## src/lcdsr_pkg.sv

```systemverilog
package lcdsr_pkg;

   // channel payloads
   typedef struct packed {
      logic [3:0] func;
      logic [7:0] value;
      logic [5:0] column;
      logic [1:0] row;
      logic       flag;
   } req_type;

   typedef struct packed {
      logic [7:0] latch_byte;
      logic [5:0] wait_ms;
      logic       last;
   } rsp_type;

   // operation codes on the request side
   localparam logic [3:0] FUNC_INIT      = 4'd0;
   localparam logic [3:0] FUNC_CHAR      = 4'd1;
   localparam logic [3:0] FUNC_COMMAND   = 4'd2;
   localparam logic [3:0] FUNC_HOME      = 4'd3;
   localparam logic [3:0] FUNC_CLEAR     = 4'd4;
   localparam logic [3:0] FUNC_GOTO      = 4'd5;
   localparam logic [3:0] FUNC_DISPLAY   = 4'd6;
   localparam logic [3:0] FUNC_CURSOR    = 4'd7;
   localparam logic [3:0] FUNC_BLINK     = 4'd8;
   localparam logic [3:0] FUNC_BACKLIGHT = 4'd9;

   // job kinds handed from front to back
   localparam logic [1:0] JOB_INIT = 2'd0;
   localparam logic [1:0] JOB_CMD  = 2'd1;
   localparam logic [1:0] JOB_CHAR = 2'd2;
   localparam logic [1:0] JOB_BL   = 2'd3;

   typedef struct packed {
      logic [1:0] kind;
      logic [7:0] data;
      logic       flag;
   } job_type;

   // lcd command bytes
   localparam logic [7:0] CMD_CLEAR      = 8'h01;
   localparam logic [7:0] CMD_HOME       = 8'h02;
   localparam logic [7:0] CMD_DISP_CTRL  = 8'h08;
   localparam logic [7:0] CMD_SET_DDRAM  = 8'h80;
   localparam logic [7:0] CMD_FUNC_2LINE = 8'h28;
   localparam logic [7:0] CMD_FUNC_1LINE = 8'h20;

   // display flag bits
   localparam logic [2:0] FLAG_DISPLAY = 3'b100;
   localparam logic [2:0] FLAG_CURSOR  = 3'b010;
   localparam logic [2:0] FLAG_BLINK   = 3'b001;

   // shift register image bits
   localparam int IMG_RS_BIT = 4;
   localparam int IMG_E_BIT  = 5;
   localparam int IMG_BL_BIT = 6;

   localparam logic [2:0] ROWS_RESET = 3'd2;

   // sequencer limits
   localparam logic [3:0] INIT_LAST_NIB = 4'd10;
   localparam logic [3:0] BYTE_LAST_NIB = 4'd1;
   localparam logic [1:0] PHASE_DATA    = 2'd0;
   localparam logic [1:0] PHASE_E_HIGH  = 2'd1;
   localparam logic [1:0] PHASE_E_LOW   = 2'd2;

   localparam logic [5:0] WAIT_POWER_UP = 6'd50;
   localparam logic [5:0] WAIT_E_PULSE  = 6'd2;

   localparam int JOB_QUEUE_DEPTH = 2;

   // nibble sent at position nib of a job; for init, data holds the function set
   function automatic logic [3:0] job_nibble(logic [1:0] kind, logic [7:0] data,
                                             logic [3:0] nib);
      logic [3:0] n;
      n = (nib == 4'd0) ? data[7:4] : data[3:0];
      if (kind == JOB_INIT) begin
         case (nib) inside
            4'd0, 4'd1: n = 4'h3;
            4'd2:       n = 4'h2;
            4'd4:       n = 4'h1;
            4'd5:       n = data[7:4];
            4'd6:       n = data[3:0];
            4'd8:       n = 4'h8;
            4'd10:      n = 4'hf;
            default:    n = 4'h0;
         endcase
      end
      return n;
   endfunction

   // wait after the enable-low latch that closes nibble nib
   function automatic logic [5:0] job_tail_wait(logic [1:0] kind, logic [3:0] nib);
      logic [5:0] w;
      w = 6'd0;
      if (kind == JOB_INIT) begin
         case (nib) inside
            4'd0:                    w = 6'd5;
            4'd1, 4'd2:              w = 6'd1;
            4'd4, 4'd6, 4'd8, 4'd10: w = 6'd15;
            default:                 w = 6'd0;
         endcase
      end else if (kind == JOB_CMD && nib == BYTE_LAST_NIB) begin
         w = 6'd5;
      end
      return w;
   endfunction

endpackage

```

## src/char_lcd_shift_register_driver_top.sv

```systemverilog
// character lcd driver, 4-bit mode through an 8-bit shift register
//
// request channel: push an item (func, value, column, row, flag) while full is
// low. each item becomes a run of latch bytes, each with its wait in ms; last
// marks the final byte of the run. unknown func codes are taken and dropped.
// response channel: the oldest byte is on rsp_item while empty is low; pop
// takes it. a stalled consumer only freezes the back end; the front keeps
// taking items until the job queue fills.
// csr channel: rows_in_use, always ready; write only while the block is idle.
// the first byte of an item passes the job queue, the sequencer's job registers
// and its output register. the back-end sequencer emits one latch byte per cycle
// while the output slot is free or being popped, and a load step per job emits no
// byte. init gives 34 bytes, char 7, command/home/clear/goto/flag changes 6, backlight 1.
// reset: image and flags cleared, rows_in_use = 2, queues empty.
module char_lcd_shift_register_driver_top #(
   parameter int QUEUE_DEPTH = lcdsr_pkg::JOB_QUEUE_DEPTH
) (
   input  logic               clock,
   input  logic               reset,
   input  logic               req_push,
   output logic               req_full,
   input  lcdsr_pkg::req_type req_item,
   output logic               rsp_empty,
   input  logic               rsp_pop,
   output lcdsr_pkg::rsp_type rsp_item,
   input  logic               csr_valid,
   output logic               csr_ready,
   input  logic [2:0]         csr_data
);
   import lcdsr_pkg::*;

   logic    q_push, q_full, q_pop, q_empty;
   job_type q_in_item, q_out_item;

   assign req_full = q_full;

   // decode, display flags and row count
   lcdsr_front u_front (
      .clock      (clock),
      .reset      (reset),
      .req_push   (req_push),
      .req_item   (req_item),
      .queue_full (q_full),
      .csr_valid  (csr_valid),
      .csr_ready  (csr_ready),
      .csr_data   (csr_data),
      .job_push   (q_push),
      .job_item   (q_in_item)
   );

   // jobs waiting for the sequencer
   lcdsr_job_queue #(
      .DEPTH (QUEUE_DEPTH)
   ) u_queue (
      .clock     (clock),
      .reset     (reset),
      .push      (q_push),
      .push_item (q_in_item),
      .full      (q_full),
      .pop       (q_pop),
      .pop_item  (q_out_item),
      .empty     (q_empty)
   );

   // nibble sequencer and output register
   lcdsr_back u_back (
      .clock     (clock),
      .reset     (reset),
      .job_empty (q_empty),
      .job_pop   (q_pop),
      .job_item  (q_out_item),
      .rsp_empty (rsp_empty),
      .rsp_pop   (rsp_pop),
      .rsp_item  (rsp_item)
   );

endmodule

```

## src/lcdsr_front.sv

```systemverilog
module lcdsr_front (
   input  logic                clock,
   input  logic                reset,
   input  logic                req_push,
   input  lcdsr_pkg::req_type  req_item,
   input  logic                queue_full,
   input  logic                csr_valid,
   output logic                csr_ready,
   input  logic [2:0]          csr_data,
   output logic                job_push,
   output lcdsr_pkg::job_type  job_item
);
   import lcdsr_pkg::*;

   logic [2:0] rows_ff, rows_in;
   logic [2:0] flags_ff, flags_in;
   logic       accept;
   logic       known;
   logic [2:0] mask;
   logic [2:0] new_flags;

   assign csr_ready = 1'b1;
   assign accept    = req_push && !queue_full;

   always_comb begin
      rows_in = rows_ff;
      if (csr_valid) begin
         rows_in = csr_data;
      end
   end

   always_comb begin
      known     = 1'b1;
      mask      = FLAG_DISPLAY;
      flags_in  = flags_ff;
      job_item  = '{kind: JOB_CMD, data: 8'h00, flag: req_item.flag};
      new_flags = flags_ff;
      unique case (req_item.func) inside
         FUNC_INIT: begin
            job_item.kind = JOB_INIT;
            job_item.data = (rows_ff > 3'd1) ? CMD_FUNC_2LINE : CMD_FUNC_1LINE;
            new_flags     = FLAG_DISPLAY;
         end
         FUNC_CHAR: begin
            job_item.kind = JOB_CHAR;
            job_item.data = req_item.value;
         end
         FUNC_COMMAND: job_item.data = req_item.value;
         FUNC_HOME:    job_item.data = CMD_HOME;
         FUNC_CLEAR:   job_item.data = CMD_CLEAR;
         FUNC_GOTO:    job_item.data = CMD_SET_DDRAM | {req_item.row, req_item.column};
         FUNC_DISPLAY, FUNC_CURSOR, FUNC_BLINK: begin
            if (req_item.func == FUNC_CURSOR) begin
               mask = FLAG_CURSOR;
            end else if (req_item.func == FUNC_BLINK) begin
               mask = FLAG_BLINK;
            end
            new_flags     = req_item.flag ? (flags_ff | mask) : (flags_ff & ~mask);
            job_item.data = CMD_DISP_CTRL | {5'd0, new_flags};
         end
         FUNC_BACKLIGHT: job_item.kind = JOB_BL;
         default: known = 1'b0;
      endcase
      job_push = accept && known;
      if (job_push) begin
         flags_in = new_flags;
      end
   end

   always_ff @(posedge clock) begin
      if (reset) begin
         rows_ff  <= ROWS_RESET;
         flags_ff <= 3'd0;
      end else begin
         rows_ff  <= rows_in;
         flags_ff <= flags_in;
      end
   end

endmodule

```

## src/lcdsr_job_queue.sv

```systemverilog
module lcdsr_job_queue #(
   parameter int DEPTH = lcdsr_pkg::JOB_QUEUE_DEPTH
) (
   input  logic                clock,
   input  logic                reset,
   input  logic                push,
   input  lcdsr_pkg::job_type  push_item,
   output logic                full,
   input  logic                pop,
   output lcdsr_pkg::job_type  pop_item,
   output logic                empty
);
   import lcdsr_pkg::*;

   localparam int PTR_W = (DEPTH > 1) ? $clog2(DEPTH) : 1;
   localparam int CNT_W = $clog2(DEPTH + 1);

   job_type           mem_ff [DEPTH];
   logic [PTR_W-1:0]  wr_ptr_ff, wr_ptr_in;
   logic [PTR_W-1:0]  rd_ptr_ff, rd_ptr_in;
   logic [CNT_W-1:0]  count_ff, count_in;
   logic              do_push, do_pop;

   assign full     = (count_ff == CNT_W'(DEPTH));
   assign empty    = (count_ff == '0);
   assign do_push  = push && !full;
   assign do_pop   = pop && !empty;
   assign pop_item = mem_ff[rd_ptr_ff];

   always_comb begin
      wr_ptr_in = wr_ptr_ff;
      rd_ptr_in = rd_ptr_ff;
      count_in  = count_ff;
      if (do_push) begin
         wr_ptr_in = (wr_ptr_ff == PTR_W'(DEPTH - 1)) ? '0 : wr_ptr_ff + PTR_W'(1);
      end
      if (do_pop) begin
         rd_ptr_in = (rd_ptr_ff == PTR_W'(DEPTH - 1)) ? '0 : rd_ptr_ff + PTR_W'(1);
      end
      if (do_push && !do_pop) begin
         count_in = count_ff + CNT_W'(1);
      end else if (do_pop && !do_push) begin
         count_in = count_ff - CNT_W'(1);
      end
   end

   always_ff @(posedge clock) begin
      if (do_push) begin
         mem_ff[wr_ptr_ff] <= push_item;
      end
   end

   always_ff @(posedge clock) begin
      if (reset) begin
         wr_ptr_ff <= '0;
         rd_ptr_ff <= '0;
         count_ff  <= '0;
      end else begin
         wr_ptr_ff <= wr_ptr_in;
         rd_ptr_ff <= rd_ptr_in;
         count_ff  <= count_in;
      end
   end

endmodule

```

## src/lcdsr_back.sv

```systemverilog
module lcdsr_back (
   input  logic                clock,
   input  logic                reset,
   input  logic                job_empty,
   output logic                job_pop,
   input  lcdsr_pkg::job_type  job_item,
   output logic                rsp_empty,
   input  logic                rsp_pop,
   output lcdsr_pkg::rsp_type  rsp_item
);
   import lcdsr_pkg::*;

   logic        busy_ff, busy_in;
   logic [1:0]  kind_ff, kind_in;
   logic [7:0]  data_ff, data_in;
   logic        flag_ff, flag_in;
   logic        pre_ff, pre_in;
   logic        tail_ff, tail_in;
   logic [3:0]  nib_ff, nib_in;
   logic [1:0]  phase_ff, phase_in;
   logic [7:0]  image_ff, image_in;
   logic        out_valid_ff, out_valid_in;
   rsp_type     out_ff, out_in;
   logic        advance;
   logic        emit;
   rsp_type     emit_item;
   logic [3:0]  cur_nib;
   logic [3:0]  last_nib;

   assign rsp_empty = !out_valid_ff;
   assign rsp_item  = out_ff;
   assign advance   = busy_ff && (!out_valid_ff || rsp_pop);
   assign cur_nib   = job_nibble(kind_ff, data_ff, nib_ff);
   assign last_nib  = (kind_ff == JOB_INIT) ? INIT_LAST_NIB : BYTE_LAST_NIB;

   // one latch byte per cycle while a job runs and the output slot is free or being popped
   always_comb begin
      busy_in   = busy_ff;
      kind_in   = kind_ff;
      data_in   = data_ff;
      flag_in   = flag_ff;
      pre_in    = pre_ff;
      tail_in   = tail_ff;
      nib_in    = nib_ff;
      phase_in  = phase_ff;
      image_in  = image_ff;
      job_pop   = 1'b0;
      emit      = 1'b0;
      emit_item = '{latch_byte: 8'h00, wait_ms: 6'd0, last: 1'b0};
      if (!busy_ff) begin
         if (!job_empty) begin
            job_pop  = 1'b1;
            busy_in  = 1'b1;
            kind_in  = job_item.kind;
            data_in  = job_item.data;
            flag_in  = job_item.flag;
            pre_in   = (job_item.kind == JOB_INIT);
            tail_in  = 1'b0;
            nib_in   = 4'd0;
            phase_in = PHASE_DATA;
         end
      end else if (advance) begin
         emit = 1'b1;
         if (kind_ff == JOB_BL) begin
            image_in[IMG_BL_BIT] = flag_ff;
            emit_item.last       = 1'b1;
            busy_in              = 1'b0;
         end else if (pre_ff) begin
            // power-up latch of all zeros, image untouched
            emit_item.wait_ms = WAIT_POWER_UP;
            pre_in            = 1'b0;
         end else if (tail_ff) begin
            image_in[IMG_RS_BIT] = 1'b0;
            emit_item.last       = 1'b1;
            tail_in              = 1'b0;
            busy_in              = 1'b0;
         end else begin
            unique case (phase_ff)
               PHASE_DATA: begin
                  image_in[3:0] = cur_nib;
                  if (kind_ff == JOB_CHAR && nib_ff == 4'd0) begin
                     image_in[IMG_RS_BIT] = 1'b1;
                  end
                  phase_in = PHASE_E_HIGH;
               end
               PHASE_E_HIGH: begin
                  image_in[IMG_E_BIT] = 1'b1;
                  emit_item.wait_ms   = WAIT_E_PULSE;
                  phase_in            = PHASE_E_LOW;
               end
               PHASE_E_LOW: begin
                  image_in[IMG_E_BIT] = 1'b0;
                  emit_item.wait_ms   = job_tail_wait(kind_ff, nib_ff);
                  phase_in            = PHASE_DATA;
                  if (nib_ff == last_nib) begin
                     if (kind_ff == JOB_CHAR) begin
                        tail_in = 1'b1;
                     end else begin
                        emit_item.last = 1'b1;
                        busy_in        = 1'b0;
                     end
                  end else begin
                     nib_in = nib_ff + 4'd1;
                  end
               end
               default: phase_in = PHASE_DATA;
            endcase
         end
         if (!pre_ff) begin
            emit_item.latch_byte = image_in;
         end
      end
   end

   always_comb begin
      out_in       = out_ff;
      out_valid_in = out_valid_ff;
      if (emit) begin
         out_in       = emit_item;
         out_valid_in = 1'b1;
      end else if (rsp_pop) begin
         out_valid_in = 1'b0;
      end
   end

   always_ff @(posedge clock) begin
      if (reset) begin
         busy_ff      <= 1'b0;
         pre_ff       <= 1'b0;
         tail_ff      <= 1'b0;
         nib_ff       <= 4'd0;
         phase_ff     <= PHASE_DATA;
         image_ff     <= 8'h00;
         out_valid_ff <= 1'b0;
      end else begin
         busy_ff      <= busy_in;
         pre_ff       <= pre_in;
         tail_ff      <= tail_in;
         nib_ff       <= nib_in;
         phase_ff     <= phase_in;
         image_ff     <= image_in;
         out_valid_ff <= out_valid_in;
      end
   end

   always_ff @(posedge clock) begin
      kind_ff <= kind_in;
      data_ff <= data_in;
      flag_ff <= flag_in;
      out_ff  <= out_in;
   end

`ifndef SYNTH
   // a job is taken only when the sequencer is free, and it then runs
   assert property (@(posedge clock) disable iff (reset) job_pop |-> !busy_ff ##1 busy_ff)
      else $error("job taken while sequencer busy");

   // nibble index stays inside the job's script
   assert property (@(posedge clock) disable iff (reset) busy_ff |-> nib_ff <= last_nib)
      else $error("nibble index past end of job");

   // the trailing rs-clear latch belongs to character jobs only
   assert property (@(posedge clock) disable iff (reset)
      tail_ff |-> (busy_ff && kind_ff == JOB_CHAR && phase_ff == PHASE_DATA))
      else $error("trailing latch outside a character job");

   // enable bit never stays high once a job is done
   assert property (@(posedge clock) disable iff (reset) !busy_ff |-> !image_ff[IMG_E_BIT])
      else $error("enable left high between jobs");
`endif

endmodule
```

## config.mk

```make
export PLATFORM = sky130hd
export DESIGN_NAME = char_lcd_shift_register_driver_top
export DESIGN_NICKNAME = d
export VERILOG_FILES = /design/src/lcdsr_pkg.sv /design/src/char_lcd_shift_register_driver_top.sv /design/src/lcdsr_front.sv /design/src/lcdsr_job_queue.sv /design/src/lcdsr_back.sv
export SDC_FILE = /design/constraint.sdc
export NUM_CORES = 1
export LEC_CHECK = 0
export BUFFER_PORTS_ARGS = -buffer_cell sky130_fd_sc_hd__buf_4
export CORE_MARGIN = 2
export CORE_UTILIZATION = 35
export CTS_CLUSTER_SIZE = 10
export DETAILED_ROUTE_END_ITERATION = 16
export SLEW_MARGIN = 25
export SYNTH_ARGS = -nofsm -noshare
export SYNTH_HDL_FRONTEND = slang
export SYNTH_SLANG_ARGS = --single-unit
```

## constraint.sdc

```tcl
create_clock -name clock -period 3.5 [get_ports clock]
set_input_delay 0.35 -clock clock [delete_from_list [all_inputs] [get_ports clock]]
set_output_delay 0.35 -clock clock [all_outputs]
set_load 0.05 [all_outputs]
```

# == After elaboration in Yosys (flattened, before gate mapping) ==
# Memories as Yosys holds them, arrays and structs flattened. A register that Yosys moved wholly into a read port is not among the register bits.
# Cells that the tools add are included.
# op_classes
addsub,5
magnitude_cmp,1
n_eq_ne,30
mux,91
bitwise,6
n_reduce_logical,40
# ops
cell,n
4-bit two-way mux,21
8-bit one-hot mux with 6 select lines,1
1-bit two-way mux,43
6-bit two-way mux,7
4-bit by 3-bit == test with 1-bit output (second input constant),7
4-bit == test (second input constant),4
2-bit two-way mux,8
3-bit two-way mux,5
2-bit != test (second input constant),7
4-bit by 2-bit == test with 1-bit output (second input constant),3
6-bit one-hot mux with 2 select lines,1
10-bit OR reduction,1
1-bit logical AND,9
3-bit OR reduction,3
2-bit == test (second input constant),4
4-bit by 1-bit == test with 1-bit output (second input constant),2
2-bit zero test,4
4-bit zero test,2
7-bit AND reduction,1
2-bit one-hot mux with 3 select lines,1
3-bit one-hot mux with 2 select lines,1
2-bit AND reduction,3
2-bit nonzero test,3
2-bit OR reduction,3
other kinds (21),29
# word_totals
regBits,52
ram_bits,22
input_bits,29
output_inout_bits,18
wordCells,193
memories,1
# memory_table
memory,depth,word_bits,read_ports,rd_ports_with_merged_regs,write_ports,line,source
u_queue.mem_ff,2,11,1,1,1,lcdsr_job_queue.sv:18,job_type mem_ff [DEPTH];

# == Longest topological paths before layout ==
# depth
depth_word,13
mapped_depth,8

# == Cells and area by module ==
# A second synthesis with hierarchy kept.
# unflattened
hier_cells,367
area_unflattened_um2,3856.2
# modules_own_cells
module,n_inst,cells_per_inst,area_each_um2
lcdsr_back,1,227,2285.9
lcdsr_job_queue,1,59,1007.2
lcdsr_front,1,81,563.0

# == Worst setup path after synthesis ==
# Ideal clock, no wire load.
# synth_timing
path_kind,flip-flop to flip-flop
from,register u_queue.count_ff[1]
to,register u_queue.count_ff[1]
setup_ns,0.070
arrival_time_ns,2.217
setup_slack_ns,1.213
stages_incl_launch_ff,7
n_path_buf,0
cell_sequence,dfxtp_1 nor2b_1 nand3b_1 inv_1 ha_1 or3_1 a21oi_1
# synth_between
elab_chain_cells,8
# synth_rtl
element,line,source
start: declaration,lcdsr_job_queue.sv:21,"logic [CNT_W-1:0] count_ff, count_in;"
start signal: assignment,lcdsr_job_queue.sv:61,count_ff <= count_in;
2-bit == test (*),lcdsr_job_queue.sv:24,assign full = (count_ff == CNT_W'(DEPTH));
via req_full,char_lcd_shift_register_driver_top.sv:21,"output logic req_full,"
1-bit zero test (*),"lcdsr_front.sv:23, lcdsr_job_queue.sv:26",
1-bit logical AND,lcdsr_front.sv:23,assign accept = req_push && !queue_full;
1-bit logical AND,lcdsr_front.sv:64,job_push = accept && known;
1-bit logical AND (*),lcdsr_job_queue.sv:26,assign do_push = push && !full;
via u_queue.do_push,lcdsr_job_queue.sv:22,"logic do_push, do_pop;"
1-bit zero test,lcdsr_job_queue.sv:42,end else if (do_pop && !do_push) begin
1-bit logical AND,lcdsr_job_queue.sv:42,
2-bit nonzero test (no line),n/a,
# The timed path passes the listed nets; every way through them passes the cells marked *. The select of a mux whose other input is x is not followed.
# A chain may end at the register's enable or synchronous reset.

# == Worst setup path in the final report ==
# layout_timing
from,register u_back.nib_ff[0]
to,"register u_back.out_ff, in the netlist u_back.rsp_item[10], data pin"
# layout_between
elab_chain_cells,13
# layout_rtl
element,line,source
start: declaration,lcdsr_back.sv:19,"logic [3:0] nib_ff, nib_in;"
start signal: assignment,lcdsr_back.sv:139,nib_ff <= nib_in;
4-bit == test,lcdsr_back.sv:33,"assign cur_nib = job_nibble(kind_ff, data_ff, nib_ff);"
4-bit two-way mux (7 in series),lcdsr_pkg.sv:80,case (nib) inside
4-bit two-way mux (*),lcdsr_pkg.sv:79,if (kind == JOB_INIT) begin
5-bit two-way mux (*),lcdsr_back.sv:78,unique case (phase_ff)
4-bit two-way mux (*),lcdsr_back.sv:72,end else if (tail_ff) begin
6-bit two-way mux (*),lcdsr_back.sv:68,end else if (pre_ff) begin
6-bit two-way mux (*),lcdsr_back.sv:64,if (kind_ff == JOB_BL) begin
end signal: assignment,lcdsr_back.sv:150,out_ff <= out_in;
end: declaration,lcdsr_back.sv:23,"rsp_type out_ff, out_in;"
# Mark *: on every way between the ends. The rest lies on a longest branch, timed or not.

==> metrics.yaml <==
cp.arrival_ns: 2.49
dp_slack_ns: 1.13
synth_area_leaders: "edfxtp_1, dfxtp_1, a21oi_1"
status: "completed"
clkTransAtPathRegs_ns: 0.07
grt-ovfl-total: 0
via_per_inst: 5.10
root_buffer: "clkbuf_8"
hold_path_depth: 2
fillers: 1019
synth_seq_cells: 73
multi_input_area_um2: 1620
n_antenna_cell: 0
synth_top_area_share_pct: 36.9
ys.flop_type: "edfxtp_1"
h-tree-depth: 3
ys_seq_area_share_pct: 51.3
rsz0062_at_grt: "false"
drive_gt1_share_pct: 18.9
cap_violations: 0
min_period_over_period_pct: 68.6
antenna_found_initial: 0
max-slew-margin-rel_pct: 35.1
ys_warn_count: 0
drv_slew: 0
dieArea_um2: 11500
powerDensity_nw_per_um2: 666
finalWorstSetupSlack_ns: 1.10
io_buffers: 42
synth_xor_area_share_pct: 1.40
syn-num-nets: 410
wl_um: 7420
seq_area_um2: 1920
die_w_um: 107
cts_hold_buf: 0
synthAdderAreaFrac_pct: 3.27
crit_path_end_kind: "register"
synth_cell_types: 64
syn_area_per_cell_um2: 10.1
fin_skew_ns: 0.00749
r2r_end: "u_back.rsp_item[10]"
ir_drop_v: 0.000309
grtUsageMet2_pct: 21.9
cts_buffers: 9
syn2layout_area_growth_pct: 15.2
dr.pass1.iters: 5
vias: 2772
power.total_mw: 2.87
cts_buffer_depth: 2
antenna_left: 0
rows: 37
worstPathMaxFanout: 12
drc: 0
syn-cell-area_um2: 3750
grt_max_degree: 28
finalSetupTns_ns: 0
drt_first_iter_violations: 97
crit_type: "reg -> reg"
final-setup-viol-count: 0
synth_edf_count: 46
start_util_pct: 36.1
grt_pass1_vias: 2579
start_kind: "register"
core_area_um2: 10400
ys_async_sr_fraction_pct: 0
grt_pass1_wl_um: 12400
synth_compound_area_share_pct: 16.5
fin_cells: 543
post_cts_buffers: 0
io_pins: 47
final.min_clock_period_ns: 2.40
worst_pin_slew_ns: 0.970
reg2reg_setup_slack_ns: 1.10
required_ns: 3.59
hold_path_end: "u_front.rows_ff[1]"
place_congestion: 0.836
busiest_layer: "met2"
cts_sinks: 73
grt_use_total_pct: 13.7
dp_cells: 527
synth_cells: 372
yosys-mux-area-fraction_pct: 5.78
ff2ff_path_depth: 7
synth_top_area_cell: "edfxtp_1"
wl_per_cell_um: 13.7
finalHoldViolCount: 0
hp-class: "in -> reg"
use_met3_pct: 3.57
clk_latency_ns: 0.35
cts_tree: "done"
synthSimpleGateAreaFrac_pct: 16.1
fin_nets: 440
power.leakage_nw: 1.56
synth_top_family_by_area: "compound AO/OA/AOI/OAI gates"
hp-start: "csr_data[1]"
use_met1_pct: 17.3
worstReg2RegStart: "u_back.nib_ff[0]"
cts.repair.resized: 0
dp_hpwl_um: 5240
die_h_um: 107
fmax_ghz: 0.417
-- sequential cells by signal, indices dropped and copies added, names as in the netlist, named ones only --
signal,flops
u_back.data_ff,8
u_back.phase_ff,2
u_queue.mem_ff,22
u_back.nib_ff,4
u_back.tail_ff,1
u_queue.count_ff,2
u_queue.rd_ptr_ff,1
u_back.image_ff,7
u_back.pre_ff,1
u_back.out_valid_ff,1
u_back.busy_ff,1
u_queue.wr_ptr_ff,1
u_back.kind_ff,2
u_front.flags_ff,3
u_back.flag_ff,1
u_front.rows_ff,2
u_back.rsp_item,13
-- worst max-delay path: stages, from the launching register on --
cell     delay [ns]
dfxtp_1        0.37
inv_1          0.16
ha_1           0.41
nor3b_2        0.55
mux2i_1        0.25
nor2_1         0.05
a21oi_1        0.23
a21oi_1        0.11
-- routing by layer --
| metal | vias to the layer above | share of wire (%) |
|---|---|---|
| li1 | 1404 | - |
| met1 | 1272 | 47 |
| met2 | 81 | 45 |
| met3 | 15 | 5.1 |
| met4 | 0 | 2.5 |
| met5 | - | 0 |
-- worst max path at each step --
stage | start | to | depth (start not counted)
finish | u_back.nib_ff[0] | u_back.rsp_item[10] | 7
global route | u_back.nib_ff[0] | u_back.rsp_item[10] | 7
CTS | u_back.nib_ff[0] | u_back.rsp_item[10] | 7
detailed placement | u_back.nib_ff[0] | u_back.rsp_item[10] | 7
global placement | u_back.nib_ff[0] | u_back.rsp_item[10] | 7
floorplan | u_queue.count_ff[1] | u_queue.count_ff[1] | 6
-- cells in the mapped netlist, types with 2 or more instances --
cell type	n
a211oi_1	8
a31oi_1	5
mux2i_1	7
buf_6	2
ha_1	9
nand2_1	23
nor2b_1	9
dfxtp_1	27
o32a_1	3
clkbuf_1	13
conb_1	2
nand3_1	14
nand4_1	3
o21ai_0	17
nand2b_1	7
mux2_2	13
xnor2_1	3
a211o_1	3
buf_2	3
a21oi_1	34
inv_1	23
xor2_1	3
edfxtp_1	46
nand3b_1	2
buf_4	3
a32oi_1	2
nor3_1	9
or3_1	3
o21ai_1	2
nor2_1	40
-- power breakdown --
group	switching (mW)	internal (mW)
Sequential	0.135	1.15
Clock	0.298	0.369
Combinational	0.607	0.316
-- layout make-up --
| type | instances | area share (%) |
|---|---|---|
| clock buffer | 14 | 3.77 |
| clock inverter | 2 | 0.870 |
| inverter | 23 | 2.00 |
| multi-input combinational | 253 | 37.6 |
| sequential | 73 | 44.5 |
| tap | 136 | 3.94 |
| timing repair buffer | 42 | 7.31 |
-- cell families after synthesis --
family,after synthesis
AND/OR/NAND/NOR,123
adder cells (fa/ha/maj),10
buffers and inverters,46
flip-flops,73
AO/OA/AOI/OAI,92
XOR/XNOR,6
other,2
multiplexers,20
-- metrics by stage --
step,cell area (µm²),hold slack [ns],utilization (%)
after floorplan,3750,0.436,-
after global placement,4110,0.445,39.7
after detailed placement,4110,0.454,39.7
after CTS,4310,0.207,41.6
after global routing,4310,0.214,41.6
final,4310,0.220,41.6
-- layout by cell type, fill, tap and decap left out, types with 11 or more instances in the layout --
cell,count
edfxtp_1,46
buf_4,42
nor2_1,40
a21oi_1,34
dfxtp_1,27
nand2_1,23
inv_1,23
o21ai_0,17
nand3_1,14
mux2_2,13
clkbuf_8,11
Note: power is estimated with default switching activity, not from simulation.
